===== src/hw/rtl/mss_pkg.sv =====
// Shared types and constants for the model-syntax statement splitter.
// No dependencies; used by every module of the block.
package mss_pkg;

  localparam int MAX_BRACE_DEPTH = 255;
  localparam int DEPTH_W         = $clog2(MAX_BRACE_DEPTH + 1);

  localparam int FIFO_DEPTH = 4;
  localparam int FIFO_AW    = $clog2(FIFO_DEPTH);

  // input kinds
  localparam logic KIND_TEXT = 1'b0;
  localparam logic KIND_END  = 1'b1;

  // character classes
  localparam logic [3:0] CLS_OTHER  = 4'd0;
  localparam logic [3:0] CLS_OP     = 4'd1;
  localparam logic [3:0] CLS_WS     = 4'd2;
  localparam logic [3:0] CLS_HASH   = 4'd3;
  localparam logic [3:0] CLS_NL     = 4'd4;
  localparam logic [3:0] CLS_SEMI   = 4'd5;
  localparam logic [3:0] CLS_LBRACE = 4'd6;
  localparam logic [3:0] CLS_RBRACE = 4'd7;
  localparam logic [3:0] CLS_END    = 4'd8;

  // result events
  localparam logic [1:0] EV_KEPT = 2'd0;
  localparam logic [1:0] EV_END  = 2'd1;
  localparam logic [1:0] EV_DONE = 2'd2;
  localparam logic [1:0] EV_ERR  = 2'd3;

  // error codes
  localparam logic [2:0] ERR_NONE  = 3'd0;
  localparam logic [2:0] ERR_STRAY = 3'd1;
  localparam logic [2:0] ERR_SEMI  = 3'd2;
  localparam logic [2:0] ERR_UNBAL = 3'd3;
  localparam logic [2:0] ERR_DEEP  = 3'd4;

  // characters
  localparam logic [7:0] CH_LBRACE = 8'h7B;
  localparam logic [7:0] CH_RBRACE = 8'h7D;
  localparam logic [7:0] CH_HASH   = 8'h23;
  localparam logic [7:0] CH_SEMI   = 8'h3B;
  localparam logic [7:0] CH_NL     = 8'h0A;
  localparam logic [7:0] CH_TAB    = 8'h09;
  localparam logic [7:0] CH_SPACE  = 8'h20;
  localparam logic [7:0] CH_PLUS   = 8'h2B;
  localparam logic [7:0] CH_STAR   = 8'h2A;
  localparam logic [7:0] CH_EQ     = 8'h3D;
  localparam logic [7:0] CH_TILDE  = 8'h7E;
  localparam logic [7:0] CH_COLON  = 8'h3A;

  typedef struct packed {
    logic [3:0] cls;
    logic [7:0] chr;
  } item_t;

endpackage


===== src/hw/rtl/mss_front.sv =====
// Front end: accepts input beats and classifies each byte.
// Depends on mss_pkg.
module mss_front (
  input  logic             in_tvalid,
  output logic             in_tready,
  input  logic [7:0]       in_tdata,   // [7:0] text_byte
  input  logic             in_tuser,   // [0] kind
  input  logic             q_full,
  output logic             q_push,
  output mss_pkg::item_t   q_item
);

  logic [3:0] cls;

  always_comb begin
    cls = mss_pkg::CLS_OTHER;
    if (in_tuser == mss_pkg::KIND_END) begin
      cls = mss_pkg::CLS_END;
    end else begin
      unique case (in_tdata)
        mss_pkg::CH_LBRACE: cls = mss_pkg::CLS_LBRACE;
        mss_pkg::CH_RBRACE: cls = mss_pkg::CLS_RBRACE;
        mss_pkg::CH_HASH:   cls = mss_pkg::CLS_HASH;
        mss_pkg::CH_SEMI:   cls = mss_pkg::CLS_SEMI;
        mss_pkg::CH_NL:     cls = mss_pkg::CLS_NL;
        mss_pkg::CH_TAB,
        mss_pkg::CH_SPACE:  cls = mss_pkg::CLS_WS;
        mss_pkg::CH_PLUS,
        mss_pkg::CH_STAR,
        mss_pkg::CH_EQ,
        mss_pkg::CH_TILDE,
        mss_pkg::CH_COLON:  cls = mss_pkg::CLS_OP;
        default:            cls = mss_pkg::CLS_OTHER;
      endcase
    end
  end

  assign in_tready  = !q_full;
  assign q_push     = in_tvalid && !q_full;
  assign q_item.cls = cls;
  assign q_item.chr = in_tdata;

endmodule


===== src/hw/rtl/mss_fifo.sv =====
// Short queue of classified beats between front and back end.
// Depends on mss_pkg.
module mss_fifo (
  input  logic                clk,
  input  logic                rst_n,
  input  logic                push,
  input  mss_pkg::item_t      push_item,
  output logic                full,
  input  logic                pop,
  output logic                empty,
  output mss_pkg::item_t      head
);

  mss_pkg::item_t                mem [mss_pkg::FIFO_DEPTH];
  logic [mss_pkg::FIFO_AW-1:0]   wptr_r, wptr_nxt;
  logic [mss_pkg::FIFO_AW-1:0]   rptr_r, rptr_nxt;
  logic [mss_pkg::FIFO_AW:0]     cnt_r, cnt_nxt;
  logic                          do_pop;

  assign full   = (cnt_r == (mss_pkg::FIFO_AW+1)'(mss_pkg::FIFO_DEPTH));
  assign empty  = (cnt_r == '0);
  assign do_pop = pop && !empty;
  assign head   = mem[rptr_r];

  always_comb begin
    wptr_nxt = wptr_r;
    rptr_nxt = rptr_r;
    cnt_nxt  = cnt_r;
    if (push) begin
      wptr_nxt = wptr_r + 1'b1;
    end
    if (do_pop) begin
      rptr_nxt = rptr_r + 1'b1;
    end
    if (push && !do_pop) begin
      cnt_nxt = cnt_r + 1'b1;
    end else if (!push && do_pop) begin
      cnt_nxt = cnt_r - 1'b1;
    end
  end

  always_ff @(posedge clk) begin
    if (!rst_n) begin
      wptr_r <= '0;
      rptr_r <= '0;
      cnt_r  <= '0;
    end else begin
      wptr_r <= wptr_nxt;
      rptr_r <= rptr_nxt;
      cnt_r  <= cnt_nxt;
    end
  end

  always_ff @(posedge clk) begin
    if (push) begin
      mem[wptr_r] <= push_item;
    end
  end

endmodule


===== src/hw/rtl/mss_back.sv =====
// Back end: splitter state, output register; one classified beat per cycle unless the full output register is stalled.
// Depends on mss_pkg.
module mss_back (
  input  logic             clk,
  input  logic             rst_n,
  input  logic             q_empty,
  input  mss_pkg::item_t   q_head,
  output logic             q_pop,
  output logic             out_tvalid,
  input  logic             out_tready,
  output logic [15:0]      out_tdata,
  output logic [1:0]       out_tuser,
  output logic             out_tlast
);

  logic [mss_pkg::DEPTH_W-1:0] depth_r, depth_nxt;
  logic                        cmt_r, cmt_nxt;
  logic                        cont_r, cont_nxt;
  logic                        pend_r, pend_nxt;
  logic                        err_r, err_nxt;

  logic                        ov_r, ov_nxt;
  logic [1:0]                  ev_r, ev_nxt;
  logic [7:0]                  kb_r, kb_nxt;
  logic [2:0]                  ec_r, ec_nxt;
  logic                        done_r, done_nxt;

  logic                        go;
  logic                        emit;
  logic                        lb, rb;
  logic [mss_pkg::DEPTH_W-1:0] d_new;

  assign q_pop = !q_empty && (!ov_r || out_tready);
  assign go    = q_pop;

  always_comb begin
    depth_nxt = depth_r;
    cmt_nxt   = cmt_r;
    cont_nxt  = cont_r;
    pend_nxt  = pend_r;
    err_nxt   = err_r;
    emit      = 1'b0;
    ev_nxt    = ev_r;
    kb_nxt    = kb_r;
    ec_nxt    = ec_r;
    done_nxt  = done_r;
    lb        = (q_head.cls == mss_pkg::CLS_LBRACE) && !cmt_r;
    rb        = (q_head.cls == mss_pkg::CLS_RBRACE) && !cmt_r;
    d_new     = depth_r;

    if (go) begin
      ev_nxt   = mss_pkg::EV_DONE;
      kb_nxt   = '0;
      ec_nxt   = mss_pkg::ERR_NONE;
      done_nxt = 1'b0;
      if (q_head.cls == mss_pkg::CLS_END) begin
        depth_nxt = '0;
        cmt_nxt   = 1'b0;
        cont_nxt  = 1'b0;
        pend_nxt  = 1'b0;
        err_nxt   = 1'b0;
        emit      = 1'b1;
        done_nxt  = 1'b1;
        priority if (err_r) begin
          ev_nxt = mss_pkg::EV_DONE;
        end else if (depth_r != '0) begin
          ev_nxt = mss_pkg::EV_ERR;
          ec_nxt = mss_pkg::ERR_UNBAL;
        end else if (pend_r) begin
          ev_nxt = mss_pkg::EV_END;
        end else begin
          ev_nxt = mss_pkg::EV_DONE;
        end
      end else if (!err_r) begin
        priority if (lb && depth_r == mss_pkg::DEPTH_W'(mss_pkg::MAX_BRACE_DEPTH)) begin
          err_nxt = 1'b1;
          emit    = 1'b1;
          ev_nxt  = mss_pkg::EV_ERR;
          ec_nxt  = mss_pkg::ERR_DEEP;
        end else if (rb && depth_r == '0) begin
          err_nxt = 1'b1;
          emit    = 1'b1;
          ev_nxt  = mss_pkg::EV_ERR;
          ec_nxt  = mss_pkg::ERR_STRAY;
        end else begin
          if (lb) begin
            d_new = depth_r + 1'b1;
          end else if (rb) begin
            d_new = depth_r - 1'b1;
          end
          depth_nxt = d_new;
          if (d_new != '0) begin
            pend_nxt = 1'b1;
            emit     = 1'b1;
            ev_nxt   = mss_pkg::EV_KEPT;
            kb_nxt   = q_head.chr;
          end else begin
            unique case (q_head.cls)
              mss_pkg::CLS_WS: begin
              end
              mss_pkg::CLS_HASH: begin
                cmt_nxt = 1'b1;
              end
              mss_pkg::CLS_NL: begin
                cmt_nxt = 1'b0;
                if (!cont_r && pend_r) begin
                  pend_nxt = 1'b0;
                  emit     = 1'b1;
                  ev_nxt   = mss_pkg::EV_END;
                end
              end
              mss_pkg::CLS_SEMI: begin
                if (!cmt_r) begin
                  if (cont_r) begin
                    err_nxt = 1'b1;
                    emit    = 1'b1;
                    ev_nxt  = mss_pkg::EV_ERR;
                    ec_nxt  = mss_pkg::ERR_SEMI;
                  end else if (pend_r) begin
                    pend_nxt = 1'b0;
                    emit     = 1'b1;
                    ev_nxt   = mss_pkg::EV_END;
                  end
                end
              end
              default: begin
                if (!cmt_r) begin
                  cont_nxt = (q_head.cls == mss_pkg::CLS_OP);
                  pend_nxt = 1'b1;
                  emit     = 1'b1;
                  ev_nxt   = mss_pkg::EV_KEPT;
                  kb_nxt   = q_head.chr;
                end
              end
            endcase
          end
        end
      end
    end

    if (go) begin
      ov_nxt = emit;
    end else if (out_tready) begin
      ov_nxt = 1'b0;
    end else begin
      ov_nxt = ov_r;
    end
  end

  always_ff @(posedge clk) begin
    if (!rst_n) begin
      depth_r <= '0;
      cmt_r   <= 1'b0;
      cont_r  <= 1'b0;
      pend_r  <= 1'b0;
      err_r   <= 1'b0;
      ov_r    <= 1'b0;
    end else begin
      depth_r <= depth_nxt;
      cmt_r   <= cmt_nxt;
      cont_r  <= cont_nxt;
      pend_r  <= pend_nxt;
      err_r   <= err_nxt;
      ov_r    <= ov_nxt;
    end
  end

  always_ff @(posedge clk) begin
    ev_r   <= ev_nxt;
    kb_r   <= kb_nxt;
    ec_r   <= ec_nxt;
    done_r <= done_nxt;
  end

  assign out_tvalid = ov_r;
  assign out_tuser  = ev_r;
  assign out_tdata  = {5'b0, ec_r, kb_r};
  assign out_tlast  = done_r;

endmodule


===== src/hw/rtl/model_syntax_statement_splitter_core.sv =====
// Top level of the model-syntax statement splitter.
// Depends on mss_pkg, mss_front, mss_fifo and mss_back.
//
// Usage:
//   Input channel in_*: one text byte or end-of-text marker per beat.
//   in_tdata carries the byte, in_tuser the kind (1 = end of text).
//   Output channel out_*: zero or one result beat per input beat.
//   out_tuser is the event (kept byte, statement end, done, error),
//   out_tdata carries the kept byte and the error code, out_tlast marks
//   the result answering an end-of-text beat.
//   Throughput: one input beat per cycle sustained while out_tready is
//   high. An accepted beat is written into the queue, then processed
//   into the output register, which raises out_tvalid and holds the result.
//   The back end retires one queued beat per cycle whenever the output
//   register is empty or being drained.
//   Reset (rst_n low, synchronous) empties the queue and output register
//   and clears all splitter state.
//   When out_tready is low a full output register holds and the back end
//   stops; the queue absorbs up to four more beats before in_tready drops.
module model_syntax_statement_splitter_core (
  input  logic        clk,
  input  logic        rst_n,
  input  logic        in_tvalid,
  output logic        in_tready,
  input  logic [7:0]  in_tdata,   // [7:0] text_byte
  input  logic        in_tuser,   // [0] kind
  output logic        out_tvalid,
  input  logic        out_tready,
  output logic [15:0] out_tdata,  // [7:0] kept_byte, [10:8] error_code, [15:11] zero
  output logic [1:0]  out_tuser,  // [1:0] event_res
  output logic        out_tlast
);

  logic           q_full, q_push, q_pop, q_empty;
  mss_pkg::item_t q_in, q_head;

  mss_front u_front (
    .in_tvalid (in_tvalid),
    .in_tready (in_tready),
    .in_tdata  (in_tdata),
    .in_tuser  (in_tuser),
    .q_full    (q_full),
    .q_push    (q_push),
    .q_item    (q_in)
  );

  mss_fifo u_fifo (
    .clk       (clk),
    .rst_n     (rst_n),
    .push      (q_push),
    .push_item (q_in),
    .full      (q_full),
    .pop       (q_pop),
    .empty     (q_empty),
    .head      (q_head)
  );

  mss_back u_back (
    .clk        (clk),
    .rst_n      (rst_n),
    .q_empty    (q_empty),
    .q_head     (q_head),
    .q_pop      (q_pop),
    .out_tvalid (out_tvalid),
    .out_tready (out_tready),
    .out_tdata  (out_tdata),
    .out_tuser  (out_tuser),
    .out_tlast  (out_tlast)
  );

endmodule

===== config.mk =====
export PLATFORM = sky130hd
export DESIGN_NAME = model_syntax_statement_splitter_core
export DESIGN_NICKNAME = d
export VERILOG_FILES = /design/src/hw/rtl/mss_pkg.sv /design/src/hw/rtl/mss_front.sv /design/src/hw/rtl/mss_fifo.sv /design/src/hw/rtl/mss_back.sv /design/src/hw/rtl/model_syntax_statement_splitter_core.sv
export SDC_FILE = /design/constraint.sdc
export NUM_CORES = 1
export LEC_CHECK = 0
export BUFFER_PORTS_ARGS = -buffer_cell sky130_fd_sc_hd__buf_2
export CAP_MARGIN = 5
export CORE_UTILIZATION = 45
export DETAILED_ROUTE_END_ITERATION = 6
export HOLD_SLACK_MARGIN = 0.1
export PLACE_DENSITY = 0.67
export SLEW_MARGIN = 20
export SYNTH_ARGS = -nofsm -noshare
export SYNTH_HDL_FRONTEND = slang
export SYNTH_SLANG_ARGS = --single-unit

===== constraint.sdc =====
create_clock -name clk -period 6.3 [get_ports clk]
set_input_delay 0.63 -clock clk [delete_from_list [all_inputs] [get_ports clk]]
set_output_delay 0.63 -clock clk [all_outputs]
set_load 0.005 [all_outputs]

### Yosys cells after proc, flatten, opt, wreduce, memory -nomap -nowiden

Memories as Yosys holds them, arrays and structs flattened. A register that Yosys moved wholly into a read port is not among the register bits.
Index checks and enable logic that the tools add are counted.

| word-level totals | value |
|---|---|
| register bits | 34 |
| RAM bits | 48 |
| memories kept | 1 |

Memory list:

| name | words | bits a word | read ports | clocked after memory_dff | wr ports | RTL line | source |
|---|---|---|---|---|---|---|---|
| u_fifo.mem | 4 | 12 | 1 | 1 | 1 | mss_fifo.sv:14 | `mss_pkg::item_t mem [mss_pkg::FIFO_DEPTH];` |

| cells by class | value |
|---|---|
| $add $sub $neg | 6 |
| eq/ne operators | 33 |
| mux-type cells | 90 |
| reductions and logical operators | 34 |

Operators with widths:

| cell | count |
|---|---|
| 8-bit 2-to-1 mux | 14 |
| 8-bit by 6-bit == test with 1-bit output, second input constant | 7 |
| 1-bit 2-to-1 mux | 44 |
| 2-bit 2-to-1 mux | 16 |
| 3-bit 2-to-1 mux | 10 |
| 8-bit by 7-bit == test with 1-bit output, second input constant | 3 |
| 3-bit one-hot mux with 7 select lines | 1 |
| 4-bit by 3-bit == test with 1-bit output, second input constant | 4 |
| 8-bit by 4-bit == test with 1-bit output, second input constant | 2 |
| 8-bit nonzero test | 2 |
| 4-bit != test, second input constant | 3 |
| 1-bit logical AND | 10 |
| 9-bit AND reduction | 1 |
| 8-bit by 1-bit adder with 8-bit output, second input constant | 1 |
| 4-bit by 2-bit == test with 1-bit output, second input constant | 2 |
| 8-bit == test, second input constant | 1 |
| 8-bit logical NOT | 1 |
| 2-bit by 1-bit != test with 1-bit output, second input constant | 4 |
| 4-bit OR reduction | 2 |
| 8-bit by 1-bit subtractor with 8-bit output, second input constant | 1 |
| 1-bit logical NOT | 7 |
| 7-bit AND reduction | 1 |
| 1-bit one-hot mux with 3 select lines | 2 |
| 2-bit one-hot mux with 3 select lines | 1 |
| other kinds (19) | 23 |

### Logic depth before layout (Yosys ltp)

Gate-level depths: netlist of the first run.

| logic depth | value |
|---|---|
| word-level depth | 16 |
| depth in mapped cells | 10 |
| gate-level depth less buffers | 9 |

### Modules after synthesis

From an unflattened synthesis of the first run, not the netlist that was laid out.

| second synthesis, totals | value |
|---|---|
| cells, all modules | 353 |
| area, all modules | 4,351.7 um^2 |

Modules (own cells, without submodules):

| module | times used | cells each | area each (um^2) |
|---|---|---|---|
| mss_fifo | 1 | 105 | 2,203.4 |
| mss_back | 1 | 209 | 1,881.8 |
| mss_front | 1 | 39 | 266.5 |

### Least setup slack after synthesis of the first run

OpenSTA, ideal clock, no wires.

| path | value |
|---|---|
| kind | reg2reg |
| from | reg with a tool-made name |
| to | reg u_back.cmt_r |
| setup time | 0.086 ns |
| arrival | 2.764 ns |
| required time | 6.214 ns |
| slack | 3.450 ns |
| stages on the path, launching flop included | 10 |
| path buffers | 2 |
| period minus slack after synthesis | 2.850 ns |
| path through | dfxtp_1 buf_6 mux4_2 buf_6 nor4b_1 o21ai_1 xor2_1 nand4_4 or4_4 a221oi_2 |

RTL lines:

| element | RTL line | source |
|---|---|---|
| end signal, assigned | mss_back.sv:160 | `cmt_r <= cmt_nxt;` |
| end, declared | mss_back.sv:17 | `logic cmt_r, cmt_nxt;` |

==> metrics.cfg, run 1 <==
[clocking]
numCtsBuffers = 9
cts_tree = yes
postCtsSetupBuffers = 0
h-tree-depth = 3
cts_sinks = 84
clk-insertion-delay-late_ns = 0.35
cts_hold_buf = 0
clk_pin_slew_ns = 0.09
clock_path_buffers = 2
cts_root_buf = clkbuf_8
cts_resized = 0

[floorplan]
coreArea_um2 = 8810
rows = 34
die_y_um = 97.6
fp.dieArea_um2 = 9530
io_pins = 34
fp.dieW_um = 97.6
start_util_pct = 46.7

[sta]
period_share_pct = 54.5
fin_setup_tns_ns = 0
hold_slack_ns = 0.521
fmax_mhz = 291
period_needed_ns = 3.43
rsz0062_at_grt = no
clock_skew_ns = 0.0161
slew_violations = 0
hold_viol = 0
finalSetupViolations = 0
timing.final.ws_setup_ns = 2.87
max_slew_margin_pct = 53.7
worst_slew_pin_slew_ns = 0.688

[detailed_routing]
drt_iter0_markers = 103
wire_per_inst_um = 16.0
viasPerCell = 5.67
num_vias = 2675
firstDrtPassIters = 6
ant_nets = 0
routed_wl_um = 7530
drcViolationCount = 4

[grt]
grt_usage_pct = 16.6
grt-ovfl-total = 0
grt_pass1_wl_um = 12400
antenna_found_initial = 0
grt_pass1_vias = 2557
grt_max_degree = 22

[synth]
synth_top_area_share_pct = 45.2
yosysUniqueCellTypes = 65
synth-edff-count = 62
synth_compound_area_share_pct = 8.30
ys_async_sr_fraction_pct = 0
yosys.area.top_type = edfxtp_1
synthXorXnorAreaFrac_pct = 2.95
synthFlopType = edfxtp_1
yosysWarnings = 0
synth_fa_ha_area_share_pct = 2.92
synth_mux_area_share_pct = 8.67
syn_area_um2 = 4120
ys_seq_elements = 84
synth_top_family_by_area = simple AND/OR/NAND/NOR gates
synth_cells = 332
yosysSeqAreaShare_pct = 55.9
avgSynthCellArea_um2 = 12.4
synth-simple-area-share_pct = 17.3
synthTopCellsByArea = edfxtp_1, dfxtp_1, mux4_1

[cells_and_area]
drive_gt1_share_pct = 16.8
regArea_um2 = 2300
nets = 381
final_util_pct = 51.3
area_delta_synth_final_pct = 9.70
multi_input_area_um2 = 1670
instances_no_fill = 472
fillers = 742
diodes = 0
final_area_um2 = 4510

[critical_path]
path_delay_family = simple AND/OR/NAND/NOR gates
crit_required_ns = 6.56
slowest_stage = mux4_2
critPathBufInv = 0
critPathMaxStageDelay_ns = 0.81
worst_setup_path_start_kind = register
crit_fanout = 21
path_cells = mux4_2, nor4b_1, o21ai_1, xor2_1, nand4_4, or4_4, a221oi_2
arrival_ns = 3.69
path_class = reg2reg
critPathCaptureType = register

[status]
status = complete, but fails checks
violations = design-rule violations

[pwr]
p_leak_nw = 1.60
power.total_mw = 1.98
powerDensity_nw_per_um2 = 438
ir_drop_uv = 139

[placed_design]
placed_area_um2 = 4290
dp.cells = 456
dpl_worst_slack_ns = 2.87
io_buffers = 28
dpl.hpwl_um = 5070
place_congestion = 0.815

[min_path]
min_path_type = in2reg

[job]
drv_cap = 0

[layer usage]
layer / global-route usage, % / vias to the layer above / wire length [µm]
met4: 5.01 / 0 / 70
met3: 3.38 / 6 / 297
met1: 22.7 / 1310 / 3580
met5: 0 / - / 0
met2: 26.6 / 71 / 3590
li1: - / 1288 / -
[state kept, by name, indices dropped and copies added, names as in the netlist, named ones only]
signal	cells
u_back.out_tlast	1
u_back.ec_r	3
u_back.cont_r	1
u_fifo.mem	48
u_back.out_tvalid	1
u_back.pend_r	1
u_back.kb_r	8
u_fifo.wptr_r	2
u_back.cmt_r	1
u_fifo.rptr_r	2
u_fifo.cnt_r	3
u_back.depth_r	8
u_back.out_tuser	2
u_back.err_r	1
[layout by cell type (no fill, tap or decap), types with 3 or more instances in the layout]
cell      count
edfxtp_1     62
nor2_1       35
buf_2        28
dfxtp_1      22
nand2_1      21
a21oi_1      15
nor2b_1      14
inv_1        10
nor3_1        9
clkbuf_8      9
nand3_1       8
and3_1        8
ha_1          8
o21ai_0       7
xor2_1        7
mux4_2        6
or3_1         6
mux4_1        6
xnor2_1       5
conb_1        5
nor4_1        4
o21ai_1       4
nand2b_1      3
o22ai_1       3
mux2i_1       3
and4b_1       3
a31oi_1       3
[logic make-up (layout without fill, tap and decap cells)]
| logic type | Yosys count | after routing |
|---|---|---|
| simple gates | 130 | 130 |
| flops | 84 | 84 |
| compound gates | 50 | 50 |
| buf+inv | 28 | 56 |
| mux | 17 | 17 |
| xor+xnor | 13 | 13 |
| fa+ha+maj | 9 | 9 |
| other cells | 1 | 5 |
[cell type report]
class	count	area share, %
flip-flops and latches	84	51.0
multi-input cells	224	37.0
repair buffers	28	3.10
well taps	108	2.99
clock buffers	10	2.83
clock inverters	6	2.08
inverters	12	0.998
[final timing paths]
| kind | from | to | slack [ns] | cells past startpoint |
|---|---|---|---|---|
| max | register | u_back.cmt_r | 2.87 | 7 |
| min | in_tdata[7] | u_fifo.mem[2][7] | 0.52 | 1 |
| max reg2reg | register | u_back.cmt_r | 2.87 | 7 |
| min reg2reg | u_fifo.cnt_r[2] | u_fifo.cnt_r[2] | 0.54 | 2 |
[cells in the mapped netlist, types with 2 or more instances]
cell type	count
nor4_1	4
xnor2_1	5
a21oi_1	15
nand3b_1	2
inv_1	10
mux2i_1	3
nor4b_1	2
a31oi_1	3
nand3_1	8
nor2b_1	14
buf_4	5
buf_6	4
o31ai_1	2
ha_1	8
nand2b_1	3
nor3_1	9
mux4_2	6
o21ai_0	7
o21ai_1	4
o22ai_1	3
clkinv_1	2
nand2_1	21
and4b_1	3
o21bai_1	2
clkbuf_1	4
and2_1	2
dfxtp_1	22
mux4_1	6
nand4_1	2
edfxtp_1	62
buf_2	3
or3_1	6
nor2_1	35
xor2_1	7
and3_1	8
[power by group]
part | internal (mW) | switching [mW]
registers | 0.740 | 0.0711
clock network | 0.227 | 0.198
logic | 0.309 | 0.432
Note: power is estimated with default switching activity, not from simulation.
==> run 2, diff against run 1 <==
- PLACE_DENSITY: 0.67 -> 0.69
- clock period: 6.3 -> 3.15 ns (I/O delays scaled with it)
==> run 2 against run 1 <==
Net effect: the flow still finishes with violations (design-rule violations); total power grew 94%; routed wire length grew 0.74%; combinational power grew 110%; clock power grew 59%; count of clock-buffer cells in the layout grew 1; sequential share of layout area shrank 0.085 points; sequential cell count is the same; non-clock buffer count grew 8; first-iteration DRC count grew 130%; sequential power grew 97%; global-route usage grew 0.77 points; die area is the same; critical path type unchanged; critical endpoint unchanged.
==> metrics.cfg, run 2 (same netlist as run 1, synthesis figures left out) <==
[status]
status = complete, but fails checks
violations = design-rule violations

[floorplan]
coreArea_um2 = 8810
fp.dieArea_um2 = 9530
die_y_um = 97.6
rows = 34
fp.dieW_um = 97.6
io_pins = 34
start_util_pct = 46.7

[clocking]
clk_pin_slew_ns = 0.09
h-tree-depth = 3
numCtsBuffers = 9
cts_sinks = 84
cts_tree = yes
cts_hold_buf = 0
cts_root_buf = clkbuf_8
clock_path_buffers = 2
clk-insertion-delay-late_ns = 0.36

[sta]
max_slew_margin_pct = 59.0
finalSetupViolations = 0
period_needed_ns = 2.93
worst_slew_pin_slew_ns = 0.615
fin_setup_tns_ns = 0
period_share_pct = 93.1
rsz0062_at_grt = no
hold_viol = 0
fmax_mhz = 341
slew_violations = 0
hold_slack_ns = 0.203
clock_skew_ns = 0.0124

[cells_and_area]
drive_gt1_share_pct = 18.5
final_util_pct = 51.4
diodes = 0
final_area_um2 = 4520
instances_no_fill = 480
final_common_cell = edfxtp_1
nets = 389
largest_reg_flops = 48
area_delta_synth_final_pct = 9.94
largest_registers = u_fifo.mem x48, u_back.depth_r x8, u_back.kb_r x8
largest-register = u_fifo.mem
fillers = 765
layout_common_cells = edfxtp_1, nor2_1, buf_2, nand2_1, dfxtp_1

[grt]
grt_usage_pct = 17.3
antenna_found_initial = 0
grt_pass1_wl_um = 12800
grt_pass1_vias = 2563
grt_max_degree = 20
grt-ovfl-total = 0

[placed_design]
placed_area_um2 = 4350
place_congestion = 0.847
dpl.hpwl_um = 5400
dp.cells = 464
io_buffers = 28

[detailed_routing]
wire_per_inst_um = 15.8
firstDrtPassIters = 7
drt_iter0_markers = 232
viasPerCell = 5.63
num_vias = 2704
ant_nets = 0
drcViolationCount = 3
routed_wl_um = 7590

[critical_path]
slowest_stage = mux4_2
worst_setup_path_start_kind = register
critPathMaxStageDelay_ns = 0.67
path_cells = mux4_2, nor4b_1, o21ai_1, xor2_1, nand4_4, or4_4, a221oi_2
critPathCaptureType = register
ff2ff_path_depth = 7
crit_required_ns = 3.42
crit_fanout = 13
path_class = reg2reg
arrival_ns = 3.20

[job]
drv_cap = 0

[min_path]
min_path_type = in2reg
holdPathStages = 1

[pwr]
ir_drop_uv = 275
p_leak_nw = 1.61
powerDensity_nw_per_um2 = 850

## run 2: repair_timing
| action | 4_1_cts | 5_1_grt |
|---|---|---|
| gates resized for setup | 0 | 1 |
| setup endpoints to repair | 0 | 4 |
| setup buffers | 0 | 0 |
## run 2: layout make-up
class	instances	area (µm²)	area share, %
clock buffer	11	131	2.90
clock inverter	5	38.8	0.857
inverter	12	45.0	0.996
multi-input combinational	224	1670	36.9
sequential	84	2300	50.9
tap	108	135	2.99
timing repair buffer	36	200	4.42
## run 2: critical path, delay by kind of cell (launching register included)
kind / cells / cell delay (ns)
flops: 1 / 0.43
mux: 1 / 0.67
xor+xnor: 1 / 0.29
compound gates: 2 / 0.35
simple gates: 3 / 1.12
## run 2: path summary, 6_finish.rpt
| kind | startpoint | to | slack [ns] |
|---|---|---|---|
| max | register | u_back.cmt_r | 0.22 |
| min | in_tdata[5] | u_fifo.mem[1][5] | 0.20 |
| max reg2reg | register | u_back.cmt_r | 0.22 |
| min reg2reg | u_back.cont_r | u_back.cont_r | 0.51 |
## run 2: through the flow
stage | power [mW] | setup slack [ns]
final | 3.84 | 0.216
after CTS | 3.87 | 0.129
after detailed placement | 3.19 | 0.155
after floorplan | 2.79 | 0.300
after global routing | 4.11 | 0.101
after global placement | 3.16 | 0.219
## run 2: where the power goes
group / leakage, nW / internal [mW] / total [mW] / switching (mW)
logic: 0.775 / 0.668 / 1.57 / 0.901
clock network: 0.0839 / 0.291 / 0.674 / 0.383
registers: 0.756 / 1.48 / 1.60 / 0.121
## run 2: metal layers
layer	part of all wire, %	global-route usage, %
met2	46	26.5
met5	0	0
met3	3.2	3.88
met4	1.6	7.11
met1	49	23.9
==> run 3, diff against run 2 <==
- REMOVE_ABC_BUFFERS: default -> 1
==> run 3 against run 2 <==
Net effect: the run still ends with design-rule violations left; die area unchanged; non-clock buffer count increased by 1; routed wire length increased by 5.7%; utilization increased by 1.0 points; critical endpoint unchanged.
==> metrics.cfg, run 3 (same netlist as run 1, synthesis figures left out) <==
[critical_path]
path_class = reg2reg
path_delay_family = simple AND/OR/NAND/NOR gates
critPathBufInv = 0
path_cells = mux4_2, nor4b_1, o21ai_1, xor2_1, nand4_4, or4_4, a221oi_2
slowest_stage = mux4_2
crit_fanout = 9
worst_setup_path_start_kind = register
arrival_ns = 3.25
critPathCaptureType = register
critPathMaxStageDelay_ns = 0.62
rrSetupSlack_ns = 0.18
crit_required_ns = 3.43

[floorplan]
coreArea_um2 = 8810
fp.dieW_um = 97.6
fp.dieArea_um2 = 9530
die_y_um = 97.6
rows = 34
start_util_pct = 46.7
io_pins = 34

[sta]
fin_setup_tns_ns = 0
period_needed_ns = 2.97
max_slew_margin_pct = 55.1
hold_slack_ns = 0.206
hold_viol = 0
clock_skew_ns = 0.00837
slew_violations = 0
worst_slew_pin_slew_ns = 0.674
period_share_pct = 94.2
finalSetupViolations = 0
fmax_mhz = 337

[grt]
antenna_found_initial = 0
grt_pass1_wl_um = 12800
grt-ovfl-total = 0
grt_usage_pct = 17.4
grt_max_degree = 20
grt_pass1_vias = 2579

[cells_and_area]
diodes = 0
regArea_um2 = 2300
multi_input_area_um2 = 1700
largest-register = u_fifo.mem
nets = 391
final_common_cell = edfxtp_1
drive_gt1_share_pct = 19.3
largest_reg_flops = 48
largest_registers = u_fifo.mem x48, u_back.depth_r x8, u_back.kb_r x8
layout_common_cells = edfxtp_1, nor2_1, buf_2, nand2_1, dfxtp_1
final_util_pct = 52.4
fillers = 749
area_delta_synth_final_pct = 12.1

[clocking]
clk_pin_slew_ns = 0.09
cts_root_buf = clkbuf_8
h-tree-depth = 3
numCtsBuffers = 9
clock_path_buffers = 2
clk-insertion-delay-late_ns = 0.36
cts_sinks = 84
cts_tree = yes
cts_hold_buf = 0

[detailed_routing]
routed_wl_um = 8020
viasPerCell = 5.70
num_vias = 2747
drt_iter0_markers = 160
ant_nets = 0
drcViolationCount = 8
wire_per_inst_um = 16.6
firstDrtPassIters = 7

[status]
status = complete, but fails checks
violations = design-rule violations

[job]
drv_cap = 0

[placed_design]
dpl.hpwl_um = 5330
place_congestion = 0.862
io_buffers = 28

[pwr]
ir_drop_uv = 294
powerDensity_nw_per_um2 = 887
p_leak_nw = 1.66

[min_path]
min_path_type = in2reg

## run 3: stage by stage
| step | cells | total power [mW] | setup WS (ns) | area, µm² |
|---|---|---|---|---|
| 2_1_floorplan | 320 | 2.72 | 0.0826 | 4020 |
| 3_3_place_gp | 462 | 3.14 | 0.237 | 4340 |
| 3_5_place_dp | 462 | 3.18 | 0.192 | 4340 |
| 4_1_cts | 478 | 4.05 | 0.159 | 4560 |
| 5_1_grt | 482 | 4.34 | -0.0285 | 4610 |
| 6_report | 482 | 4.09 | 0.182 | 4610 |
## run 3: path summary, 6_finish.rpt
path	from	endpoint	cells past startpoint
setup reg to reg	register	u_back.cmt_r	7
hold / removal	in_tdata[5]	u_fifo.mem[0][5]	1
setup / recovery	register	u_back.cmt_r	7
hold reg to reg	u_fifo.cnt_r[2]	u_fifo.cnt_r[2]	2
## run 3: layer usage
metal | vias up | routed length (µm) | part of all wire, % | global-route usage (%)
met5 | - | 0 | 0 | 0
met4 | 0 | 205 | 2.6 | 9.21
met3 | 16 | 432 | 5.4 | 3.53
met2 | 96 | 3690 | 46 | 27.1
met1 | 1322 | 3690 | 46 | 23.1
li1 | 1313 | - | - | -
## run 3: report_power, final
| group | switching, mW | internal [mW] | total [mW] |
|---|---|---|---|
| registers | 0.127 | 1.48 | 1.61 |
| clock network | 0.413 | 0.459 | 0.872 |
| logic | 0.926 | 0.685 | 1.61 |
| total | 1.47 | 2.62 | 4.09 |
## run 3: repair_timing
item,CTS,global route
endpoints found under the setup margin,0,10
hold endpoints to repair,0,0
resized for setup,0,1
buffers inserted,0,3
## run 3: layout make-up
type	count	share of cell area, %
tap	108	2.93
multi-input combinational	225	36.8
inverter	12	0.976
sequential	84	49.9
timing repair buffer	37	4.50
clock inverter	7	2.22
clock buffer	9	2.68
